[config.mk]
export PLATFORM = sky130hd
export DESIGN_NAME = tilt_shift_blur_weight
export DESIGN_NICKNAME = d
export VERILOG_FILES = /design/src/tsbw_pkg.sv /design/src/tilt_shift_blur_weight.sv /design/src/tsbw_div.sv
export SDC_FILE = /design/constraint.sdc
export NUM_CORES = 2
export LEC_CHECK = 0
export ABC_AREA = 1
export BUFFER_PORTS_ARGS = -buffer_cell sky130_fd_sc_hd__buf_2
export CORE_MARGIN = 2
export CORE_UTILIZATION = 45
export DETAILED_ROUTE_END_ITERATION = 8
export GPL_ROUTABILITY_DRIVEN = 0
export GPL_TIMING_DRIVEN = 0
export PLACE_DENSITY = 0.68
export SLEW_MARGIN = 20
export SYNTH_ARGS = -nofsm -noshare
export SYNTH_HDL_FRONTEND = slang
export SYNTH_SLANG_ARGS = --single-unit
[constraint.sdc]
create_clock -name clk -period 37.2 [get_ports clk]
set_input_delay 3.72 -clock clk [delete_from_list [all_inputs] [get_ports clk]]
set_output_delay 3.72 -clock clk [all_outputs]
set_load 0.01 [all_outputs]
[src/tsbw_pkg.sv]
`default_nettype none

package tsbw_pkg;

    // Configuration register indexes
    localparam int CFG_INDEX_W = 2;
    localparam logic [CFG_INDEX_W-1:0] REG_BLUR_ENABLE  = 2'd0;
    localparam logic [CFG_INDEX_W-1:0] REG_FOCUS_CENTER = 2'd1;
    localparam logic [CFG_INDEX_W-1:0] REG_FOCUS_WIDTH  = 2'd2;

    // Quotient bits resolved in each divider stage
    localparam int DIV_BITS_PER_STAGE = 2;

    // Control flags that travel with each item down the pipeline
    typedef struct packed {
        logic valid;
        logic zero;   // weight forced to zero (disabled, invalid or inside band)
        logic sat;    // distance past the edge reaches the span: t clamps to 1.0
    } tsbw_ctl_t;

endpackage

`default_nettype wire

[src/tilt_shift_blur_weight.sv]
`default_nettype none

// Channel   Signals                                   Direction
// config    cfg_write_en, cfg_index, cfg_data          in (write only)
// input     in_valid/in_ready, row_position,           in
//           position_invalid
// output    out_valid/out_ready, blur_weight           out
//
// One item enters per cycle while the output is not stalled. The pipeline has
// three setup stages, the divider stages and two multiply stages.
// The divider, two quotient bits per stage, sets the pipeline depth.
// Reset clears the configuration registers and all valid flags.
// A stall on the output freezes the whole pipeline; bubbles drain while
// the output register is empty.
module tilt_shift_blur_weight
    import tsbw_pkg::*;
#(
    parameter int FRAC_BITS = 16
)
(
    input  wire logic                        clk,
    input  wire logic                        rst_n,
    input  wire logic                        cfg_write_en,
    input  wire logic [CFG_INDEX_W-1:0]      cfg_index,
    input  wire logic [FRAC_BITS+1:0]        cfg_data,
    input  wire logic                        in_valid,
    output logic                             in_ready,
    input  wire logic signed [FRAC_BITS+1:0] row_position,
    input  wire logic                        position_invalid,
    output logic                             out_valid,
    input  wire logic                        out_ready,
    output logic [FRAC_BITS:0]               blur_weight
);

    localparam int F       = FRAC_BITS;
    localparam int EPS_RAW = ((1 << F) + 5000) / 10000;
    localparam logic [F:0]   ONE   = {1'b1, {F{1'b0}}};
    localparam logic [F-1:0] HALF  = {1'b1, {(F-1){1'b0}}};
    localparam logic [F+1:0] THREE = {2'b11, {F{1'b0}}};
    localparam logic [F:0]   EPS   = (F+1)'((EPS_RAW < 1) ? 1 : EPS_RAW);

    // Configuration registers
    logic         enable_reg;
    logic [F:0]   center_reg;
    logic [F+1:0] width_reg;

    always_ff @(posedge clk or negedge rst_n)
    begin
        if (!rst_n)
        begin
            enable_reg <= 1'b0;
            center_reg <= '0;
            width_reg  <= '0;
        end
        else if (cfg_write_en)
        begin
            case (cfg_index)
                REG_BLUR_ENABLE:  enable_reg <= cfg_data[0];
                REG_FOCUS_CENTER: center_reg <= cfg_data[F:0];
                REG_FOCUS_WIDTH:  width_reg  <= cfg_data;
                default:          ;
            endcase
        end
    end

    // Pipeline registers
    tsbw_ctl_t    ctl1_reg, ctl2_reg, ctl3_reg, ctl4_reg, ctl5_reg;
    tsbw_ctl_t    ctl1_next, ctl3_next;
    logic [F:0]   y1_reg, y1_next;
    logic [F-1:0] hw1_reg, hw1_next, hw2_reg;
    logic [F:0]   d2_reg, d2_next, span2_reg, span2_next;
    logic [F:0]   num3_reg, num3_next, span3_reg;
    logic [F:0]   t4_reg, t4_next, t2_4_reg, t2_4_next;
    logic [F:0]   w5_reg, w5_next;
    tsbw_ctl_t    div_ctl;
    logic [F-1:0] div_quo;
    logic         adv;

    // Whole pipeline moves unless the output holds an untaken result
    assign adv      = !ctl5_reg.valid || out_ready;
    assign in_ready = adv;

    // Stage 1: clamp position and half width, flag disabled or invalid
    always_comb
    begin : stage1_calc
        logic [F:0] hw_full;
        hw_full         = width_reg[F+1:1];
        ctl1_next.valid = in_valid;
        ctl1_next.zero  = !enable_reg || position_invalid;
        ctl1_next.sat   = 1'b0;
        if (row_position[F+1])
            y1_next = '0;
        else if (row_position[F:0] > ONE)
            y1_next = ONE;
        else
            y1_next = row_position[F:0];
        if (hw_full > {1'b0, HALF})
            hw1_next = HALF;
        else
            hw1_next = hw_full[F-1:0];
    end

    // Stage 2: distance to center and span on the larger side
    always_comb
    begin : stage2_calc
        logic [F:0] side;
        logic [F:0] span_raw;
        if (y1_reg >= center_reg)
            d2_next = y1_reg - center_reg;
        else
            d2_next = center_reg - y1_reg;
        if (center_reg > {1'b0, HALF})
            side = center_reg;
        else
            side = ONE - center_reg;
        span_raw = side - {1'b0, hw1_reg};
        if (span_raw < EPS)
            span2_next = EPS;
        else
            span2_next = span_raw;
    end

    // Stage 3: distance past the band edge, inside and saturation flags
    always_comb
    begin
        num3_next       = d2_reg - {1'b0, hw2_reg};
        ctl3_next.valid = ctl2_reg.valid;
        ctl3_next.zero  = ctl2_reg.zero || (d2_reg <= {1'b0, hw2_reg});
        ctl3_next.sat   = (num3_next >= span2_reg);
    end

    always_ff @(posedge clk or negedge rst_n)
    begin
        if (!rst_n)
        begin
            ctl1_reg <= '0;
            ctl2_reg <= '0;
            ctl3_reg <= '0;
            ctl4_reg <= '0;
            ctl5_reg <= '0;
        end
        else if (adv)
        begin
            ctl1_reg <= ctl1_next;
            ctl2_reg <= ctl1_reg;
            ctl3_reg <= ctl3_next;
            ctl4_reg <= div_ctl;
            ctl5_reg <= ctl4_reg;
        end
    end

    always_ff @(posedge clk)
    begin
        if (adv)
        begin
            y1_reg    <= y1_next;
            hw1_reg   <= hw1_next;
            d2_reg    <= d2_next;
            span2_reg <= span2_next;
            hw2_reg   <= hw1_reg;
            num3_reg  <= num3_next;
            span3_reg <= span2_reg;
            t4_reg    <= t4_next;
            t2_4_reg  <= t2_4_next;
            w5_reg    <= w5_next;
        end
    end

    // Fraction of the span covered, one quotient bit pair per stage
    tsbw_div #(
        .FRAC_BITS (FRAC_BITS)
    ) u_div (
        .clk     (clk),
        .rst_n   (rst_n),
        .en      (adv),
        .in_ctl  (ctl3_reg),
        .num     (num3_reg),
        .span    (span3_reg),
        .out_ctl (div_ctl),
        .quo     (div_quo)
    );

    // Stage 4: clamp t and square it
    always_comb
    begin : stage4_calc
        logic [2*F+1:0] sq;
        t4_next   = div_ctl.sat ? ONE : {1'b0, div_quo};
        sq        = (2*F+2)'(t4_next) * (2*F+2)'(t4_next);
        t2_4_next = sq[2*F:F];
    end

    // Stage 5: smoothstep t2 * (3 - 2t), clamp, force zero
    always_comb
    begin : stage5_calc
        logic [F+1:0]   k;
        logic [2*F+2:0] prod;
        logic [F+2:0]   w_full;
        k      = THREE - {t4_reg, 1'b0};
        prod   = (2*F+3)'(t2_4_reg) * (2*F+3)'(k);
        w_full = prod[2*F+2:F];
        if (ctl4_reg.zero)
            w5_next = '0;
        else if (w_full > {2'b00, ONE})
            w5_next = ONE;
        else
            w5_next = w_full[F:0];
    end

    assign out_valid   = ctl5_reg.valid;
    assign blur_weight = w5_reg;

    // Weight never exceeds 1.0
    a_weight_range: assert property (@(posedge clk) disable iff (!rst_n)
        out_valid |-> (blur_weight <= ONE))
        else $error("blur weight above one");

    // Square of a clamped t stays within 1.0
    a_square_range: assert property (@(posedge clk) disable iff (!rst_n)
        ctl4_reg.valid |-> (t2_4_reg <= ONE && t4_reg <= ONE))
        else $error("t or t squared above one");

    // A held result keeps its value through a stall
    a_stall_hold: assert property (@(posedge clk) disable iff (!rst_n)
        !adv |=> (out_valid && $stable(blur_weight)))
        else $error("result changed during stall");

endmodule

`default_nettype wire

[src/tsbw_div.sv]
`default_nettype none

// Pipelined restoring divider: quo = (num << FRAC_BITS) / span for num < span.
// Resolves DIV_BITS_PER_STAGE quotient bits per register stage.
module tsbw_div
    import tsbw_pkg::*;
#(
    parameter int FRAC_BITS = 16
)
(
    input  wire logic                 clk,
    input  wire logic                 rst_n,
    input  wire logic                 en,
    input  wire tsbw_ctl_t            in_ctl,
    input  wire logic [FRAC_BITS:0]   num,
    input  wire logic [FRAC_BITS:0]   span,
    output tsbw_ctl_t                 out_ctl,
    output logic [FRAC_BITS-1:0]      quo
);

    localparam int F      = FRAC_BITS;
    localparam int BPS    = DIV_BITS_PER_STAGE;
    localparam int STAGES = (F + BPS - 1) / BPS;

    tsbw_ctl_t        ctl_reg [STAGES];
    logic [F:0]       rem_reg [STAGES];
    logic [F:0]       den_reg [STAGES];
    logic [F-1:0]     quo_reg [STAGES];

    genvar s;
    generate
        for (s = 0; s < STAGES; s++)
        begin : g_stage
            tsbw_ctl_t    ctl_prev;
            logic [F:0]   rem_prev;
            logic [F:0]   den_prev;
            logic [F-1:0] quo_prev;
            logic [F:0]   rem_next;
            logic [F-1:0] quo_next;

            // Select the previous stage, or the ports for the first stage
            if (s == 0)
            begin : g_first
                assign ctl_prev = in_ctl;
                assign rem_prev = num;
                assign den_prev = span;
                assign quo_prev = '0;
            end
            else
            begin : g_next
                assign ctl_prev = ctl_reg[s-1];
                assign rem_prev = rem_reg[s-1];
                assign den_prev = den_reg[s-1];
                assign quo_prev = quo_reg[s-1];
            end

            // Shift, trial subtract, shift in one quotient bit per step
            always_comb
            begin : step_calc
                logic [F+1:0] dbl;
                rem_next = rem_prev;
                quo_next = quo_prev;
                dbl      = '0;
                for (int k = 0; k < BPS; k++)
                begin
                    if (s * BPS + k < F)
                    begin
                        dbl = {rem_next, 1'b0};
                        if (dbl >= {1'b0, den_prev})
                        begin
                            dbl      = dbl - {1'b0, den_prev};
                            quo_next = {quo_next[F-2:0], 1'b1};
                        end
                        else
                        begin
                            quo_next = {quo_next[F-2:0], 1'b0};
                        end
                        rem_next = dbl[F:0];
                    end
                end
            end

            // Advance control flags
            always_ff @(posedge clk or negedge rst_n)
            begin
                if (!rst_n)
                begin
                    ctl_reg[s] <= '0;
                end
                else if (en)
                begin
                    ctl_reg[s] <= ctl_prev;
                end
            end

            // Advance payload
            always_ff @(posedge clk)
            begin
                if (en)
                begin
                    rem_reg[s] <= rem_next;
                    den_reg[s] <= den_prev;
                    quo_reg[s] <= quo_next;
                end
            end
        end
    endgenerate

    assign out_ctl = ctl_reg[STAGES-1];
    assign quo     = quo_reg[STAGES-1];

endmodule

`default_nettype wire

**Yosys cells after proc, flatten, opt, wreduce, memory -nomap -nowiden**

Memories as Yosys holds them, arrays and structs flattened.
Index checks and enable logic that the tools add are counted.

- Bits in registers: 238
- Bits in latches: 0
- Memory bits (writable): 400
- ROM bits: 0
- Bits of input ports: 44
- Logic and storage cells: 152
- Memories kept: 3

Memory list:

| memory | depth | bits a word | read ports | clocked after Yosys merged registers in | write ports | RTL line | RTL |
|---|---|---|---|---|---|---|---|
| u_div.den_reg | 8 | 17 | 7 | 0 | 8 | tsbw_div.sv:27 | `logic [F:0] den_reg [STAGES];` |
| u_div.rem_reg | 8 | 17 | 7 | 0 | 8 | tsbw_div.sv:26 | `logic [F:0] rem_reg [STAGES];` |
| u_div.quo_reg | 8 | 16 | 8 | 0 | 8 | tsbw_div.sv:28 | `logic [F-1:0] quo_reg [STAGES];` |

- Add/subtract/negate cells: 22
- Multipliers: 2
- Divide/modulo/power cells: 0
- Order comparisons: 24
- Eq/ne operators: 2
- Shifts and indexed selects: 0
- Multiplexer cells: 39
- Bitwise operators: 0
- Reductions and logical operators: 11

Operators by type and width:

| cell | number |
|---|---|
| 17-bit 2-to-1 mux | 21 |
| 17-bit subtractor | 18 |
| 18-bit by 17-bit >= comparator with 1-bit output | 16 |
| 17-bit by 18-bit multiplier with 35-bit output | 1 |
| 17-bit >= comparator | 2 |
| 17-bit by 16-bit > comparator with 1-bit output (second input constant) | 2 |
| 17-bit by 16-bit subtractor with 17-bit output | 2 |
| 17-bit by 17-bit multiplier with 33-bit output | 1 |
| 19-bit by 17-bit > comparator with 1-bit output (second input constant) | 1 |
| 1-bit 2-to-1 mux | 18 |
| 18-bit subtractor (first input constant) | 1 |
| 17-bit > comparator (second input constant) | 1 |
| 17-bit by 16-bit <= comparator with 1-bit output | 1 |
| 17-bit by 3-bit < comparator with 1-bit output (second input constant) | 1 |
| 17-bit subtractor (first input constant) | 1 |
| 2-bit AND reduction | 3 |
| 2-bit OR reduction | 2 |
| 1-bit logical OR | 3 |
| 2-bit by 1-bit equality test with 1-bit output (second input constant) | 1 |
| 2-bit equality test (second input constant) | 1 |
| 1-bit zero test | 2 |
| 2-bit zero test | 1 |

**Longest topological paths before layout**

An unclocked memory read counts as a cell.

- Word-level depth: 5
- Gate-level depth with buffers: 45
- Gate-level depth less buffers: 43

**By module**

A second synthesis with hierarchy kept.

- Cell total of the unflattened synthesis: 6888
- Area, all modules: 55807.3 um2

Modules (own cells, without submodules):

| module | instances | cells an instance | area an instance (um2) | sequential area each (um2) |
|---|---|---|---|---|
| tilt_shift_blur_weight | 1 | 3534 | 29349.4 | 6170.9 |
| tsbw_div | 1 | 3354 | 26457.9 | 9909.5 |

**Worst setup path before layout**

Ideal clock, no wire load.

- Path kind: input -> output
- Start point: in out_ready
- End point: out in_ready
- Data arrival time: 17.042 ns
- Required time: 33.480 ns
- Slack: 16.438 ns
- Cell stages on the path: 3
- Path buffers: 1
- Cell sequence: nor2_1 > clkinv_1 > clkbuf_1

- Longest elaborated chain between the ends: 1

RTL lines:

| what | RTL line | RTL |
|---|---|---|
| from (decl) | tilt_shift_blur_weight.sv:31 | `input wire logic out_ready,` |
| 1-bit logical OR | tilt_shift_blur_weight.sv:80 | `assign adv = !ctl5_reg.valid \|\| out_ready;` |
| to (decl) | tilt_shift_blur_weight.sv:27 | `output logic in_ready,` |

Every way passes these cells.

**Final worst setup path**

Ends and elaborated chain as after synthesis.

==> impl_results.md <==
* Largest net degree at the start of global routing at 58
* Total clock sinks at 547
* Share of layout cells above drive strength 1 at 5.51%
* Post-CTS setup buffer count at 0
* Clock latency on the worst-skew pair at 0.68 ns
* Flop and latch count out of synthesis at 547
* Leading cell types by total area after synthesis: edfxtp_1 26%, fa_1 15%, ha_1 13%
* Slowest stage cell, crit path: clkbuf_4
* Drt first-iter violations at 3671
* Highest Clock Rate at 109 MHz
* Area added between synthesis and finish at 8.73%
* Most frequent cell on the critical path: buf_2
* Routed vias at 44374
* Vias per Instance at 5.23
* Netlist Area Pre-Place at 0.0552 mm²
* Width of the die at 354 µm
* Largest area contributor in the netlist: edfxtp_1
* Maximum clock insertion buffer count at 3
* Most used cells in the layout excluding fill and tap cells: 1497 x nand2_1, 1278 x inv_1, 552 x ha_1
* Fraction of registers with async set/reset at 12.6%
* Slack of the worst reg-to-reg path at 29.10 ns
* Crit share post-route at 24.7%
* Number of maximum-capacitance violations at 0
* First-pass GRT wire length at 223000 µm
* Clock tree from TritonCTS: built
* Most common library cell in the layout ignoring fill and taps: nand2_1
* Yosys cell types at 78
* HPWL after detailed placement at 112000 µm
* IO Pins at 63
* EDFF count, synth at 478
* DRC errors left at 0
* Post-DRT Antenna Nets at 0
* Kind of start point of the critical path: input port
* Post-layout min period at 9.17 ns
* Core Footprint at 0.122 mm²
* Cts bufs inserted at 61
* Synthesized instance count at 6657
* Final Hold Viols at 0
* Setup violation total in the final timing report at 0
* Max_slew headroom at 28.4%
* Antenna Diode Count at 0
* Die Outline Area at 0.125 mm²
* Post-cts repair resize count at 0
* Wire per inst at 16.1 µm
* Worst-Margin Slew at 1.07 ns
* Cts-stage hold buffer count at 0
* Layout Nets at 7835
* Total congestion overflow after global routing at 0
* Effective utilization at floorplan at 45.3%
* Most used DFF post-synth: edfxtp_1
* Fin cells at 8489
* Via count of the first global-routing pass at 43491
* Result of the run: complete, no violations
* Top delay family on crit path: buffers and inverters
* Standard-cell row count at 128
* Cell at the root of the clock tree: clkbuf_16
* Sequential fraction of the synthesis area at 29.1%
* Sum of negative setup slack at 0 ns
* Antenna violations before repair at 0
* Hold Crit Class: reg -> reg
* RSZ-0062 raised after global routing: no
* Worst path buffer plus inverter count at 5
* Number of levels the H-tree was split into at 2
* Average instance area after synthesis at 8.29 µm²
* Worst clock skew on the final layout at 0.0356 ns
* Endpoint arrival time on the critical path at 5.45 ns
* Clock-pin slew reported for the worst setup and hold paths after clock tree synthesis at 0.06 ns
* Worst-path maximum fanout at 40
* Number of detailed-route iterations in the first pass at 7
* Fraction of synthesized cell area taken by the top area cell type at 26.0%
* Count of input and output buffers at 62
* Post-placement cell count at 8377
* Total track usage at 21.8%
* Synthesis Warnings at 0
* Vert. Die Dim at 354 µm
* Worst-path cell chain: buf_2 > nor2_1 > clkinv_1 > clkbuf_4 > buf_12 > buf_2
* Critical Path RT at 33.48 ns
* Crit path largest cell delay at 0.43 ns
* Drt total wl at 137000 µm
* Final max-slew violation count at 0
* Critical path class: in -> out
* Worst Setup End Kind: output port
[per-stage QoR]
step,setup WS [ns],cell area [µm²],hold slack [ns],utilization [%]
4_1_cts,27.98,60000,0.415,49.3
6_report,28.03,60000,0.415,49.3
5_1_grt,27.86,60000,0.425,49.3
3_3_place_gp,9.61,57600,0.401,47.3
3_5_place_dp,27.99,57900,0.405,47.6
2_1_floorplan,16.44,55300,0.400,-
[worst register-to-register path: cells and delay by family, from the launching register on]
family,cells,cell delay [ns]
adder cells (fa/ha/maj),8,3.66
AO/OA/AOI/OAI,1,0.25
buffers and inverters,7,0.89
AND/OR/NAND/NOR,23,2.78
flip-flops,1,0.38
[metal layers]
| metal | vias to the layer above | GRT usage [%] | share of wire [%] |
|---|---|---|---|
| li1 | 21604 | - | - |
| met1 | 21161 | 28.7 | 43 |
| met2 | 1358 | 37.7 | 48 |
| met3 | 251 | 2.28 | 5.6 |
| met4 | 0 | 7.03 | 3.4 |
| met5 | - | 0 | 0 |
[Yosys cell counts, drive strengths merged, types with 2 or more instances]
cell type / n
a21o: 37
xor2: 167
a41oi: 3
o211ai: 5
nor4: 19
nor3: 52
nor2: 568
or2: 20
ha: 552
o221ai: 6
nand3: 245
a211o: 2
o31ai: 11
nand4: 57
conb: 2
a221oi: 4
o2111ai: 3
nor3b: 2
a211oi: 10
nand2: 1530
fa: 424
a31oi: 24
a21oi: 358
clkinv: 11
buf: 51
dfrtp: 69
a21boi: 12
edfxtp: 478
o21bai: 27
o21a: 15
o21ai: 393
clkbuf: 55
and2: 10
inv: 1296
xnor2: 116
nand3b: 10
[cell families (layout without fill, tap and decap cells)]
group / count (synthesis) / count (layout) / synth area share [%]
and+or+nand+nor: 2517 / 2517 / 19.1
other: 2 / 24 / 0.0136
muxes: 2 / 2 / 0.0385
xor gates and xnor gates: 283 / 283 / 4.49
buffers and inverters: 1413 / 1598 / 9.92
DFF: 547 / 547 / 29.1
AOI/OAI and AO/OA: 917 / 917 / 9.35
adders and majority gates: 976 / 976 / 27.9
[path summary, 6_finish.rpt]
kind                                       from                    to  depth (start not counted)
setup / recovery                      out_ready              in_ready                          6
hold / removal             u_div.quo_reg[0][18]  u_div.quo_reg[0][36]                          0
setup reg to reg                      t4_reg[0]        blur_weight[7]                         39
hold reg to reg            u_div.quo_reg[0][18]  u_div.quo_reg[0][36]                          0
max in group asynchronous                 rst_n      u_div.ctl_reg[4]                          2
min in group asynchronous                 rst_n         width_reg[13]                          1
[final cells by class]
cell class                      count  area [µm²]
Clock inverter                     38         422
Inverter                         1307        4910
Multi-Input combinational cell   4719       33700
Tap cell                         1625        2030
Fill cell                       11534       61700
Buffer                            106         572
Sequential cell                   547       16100
Timing Repair Buffer               73         578
Clock buffer                       74        1700
Power is not shown: default switching activity piles up to over one toggle a cycle in this logic, so the estimate is an artifact.
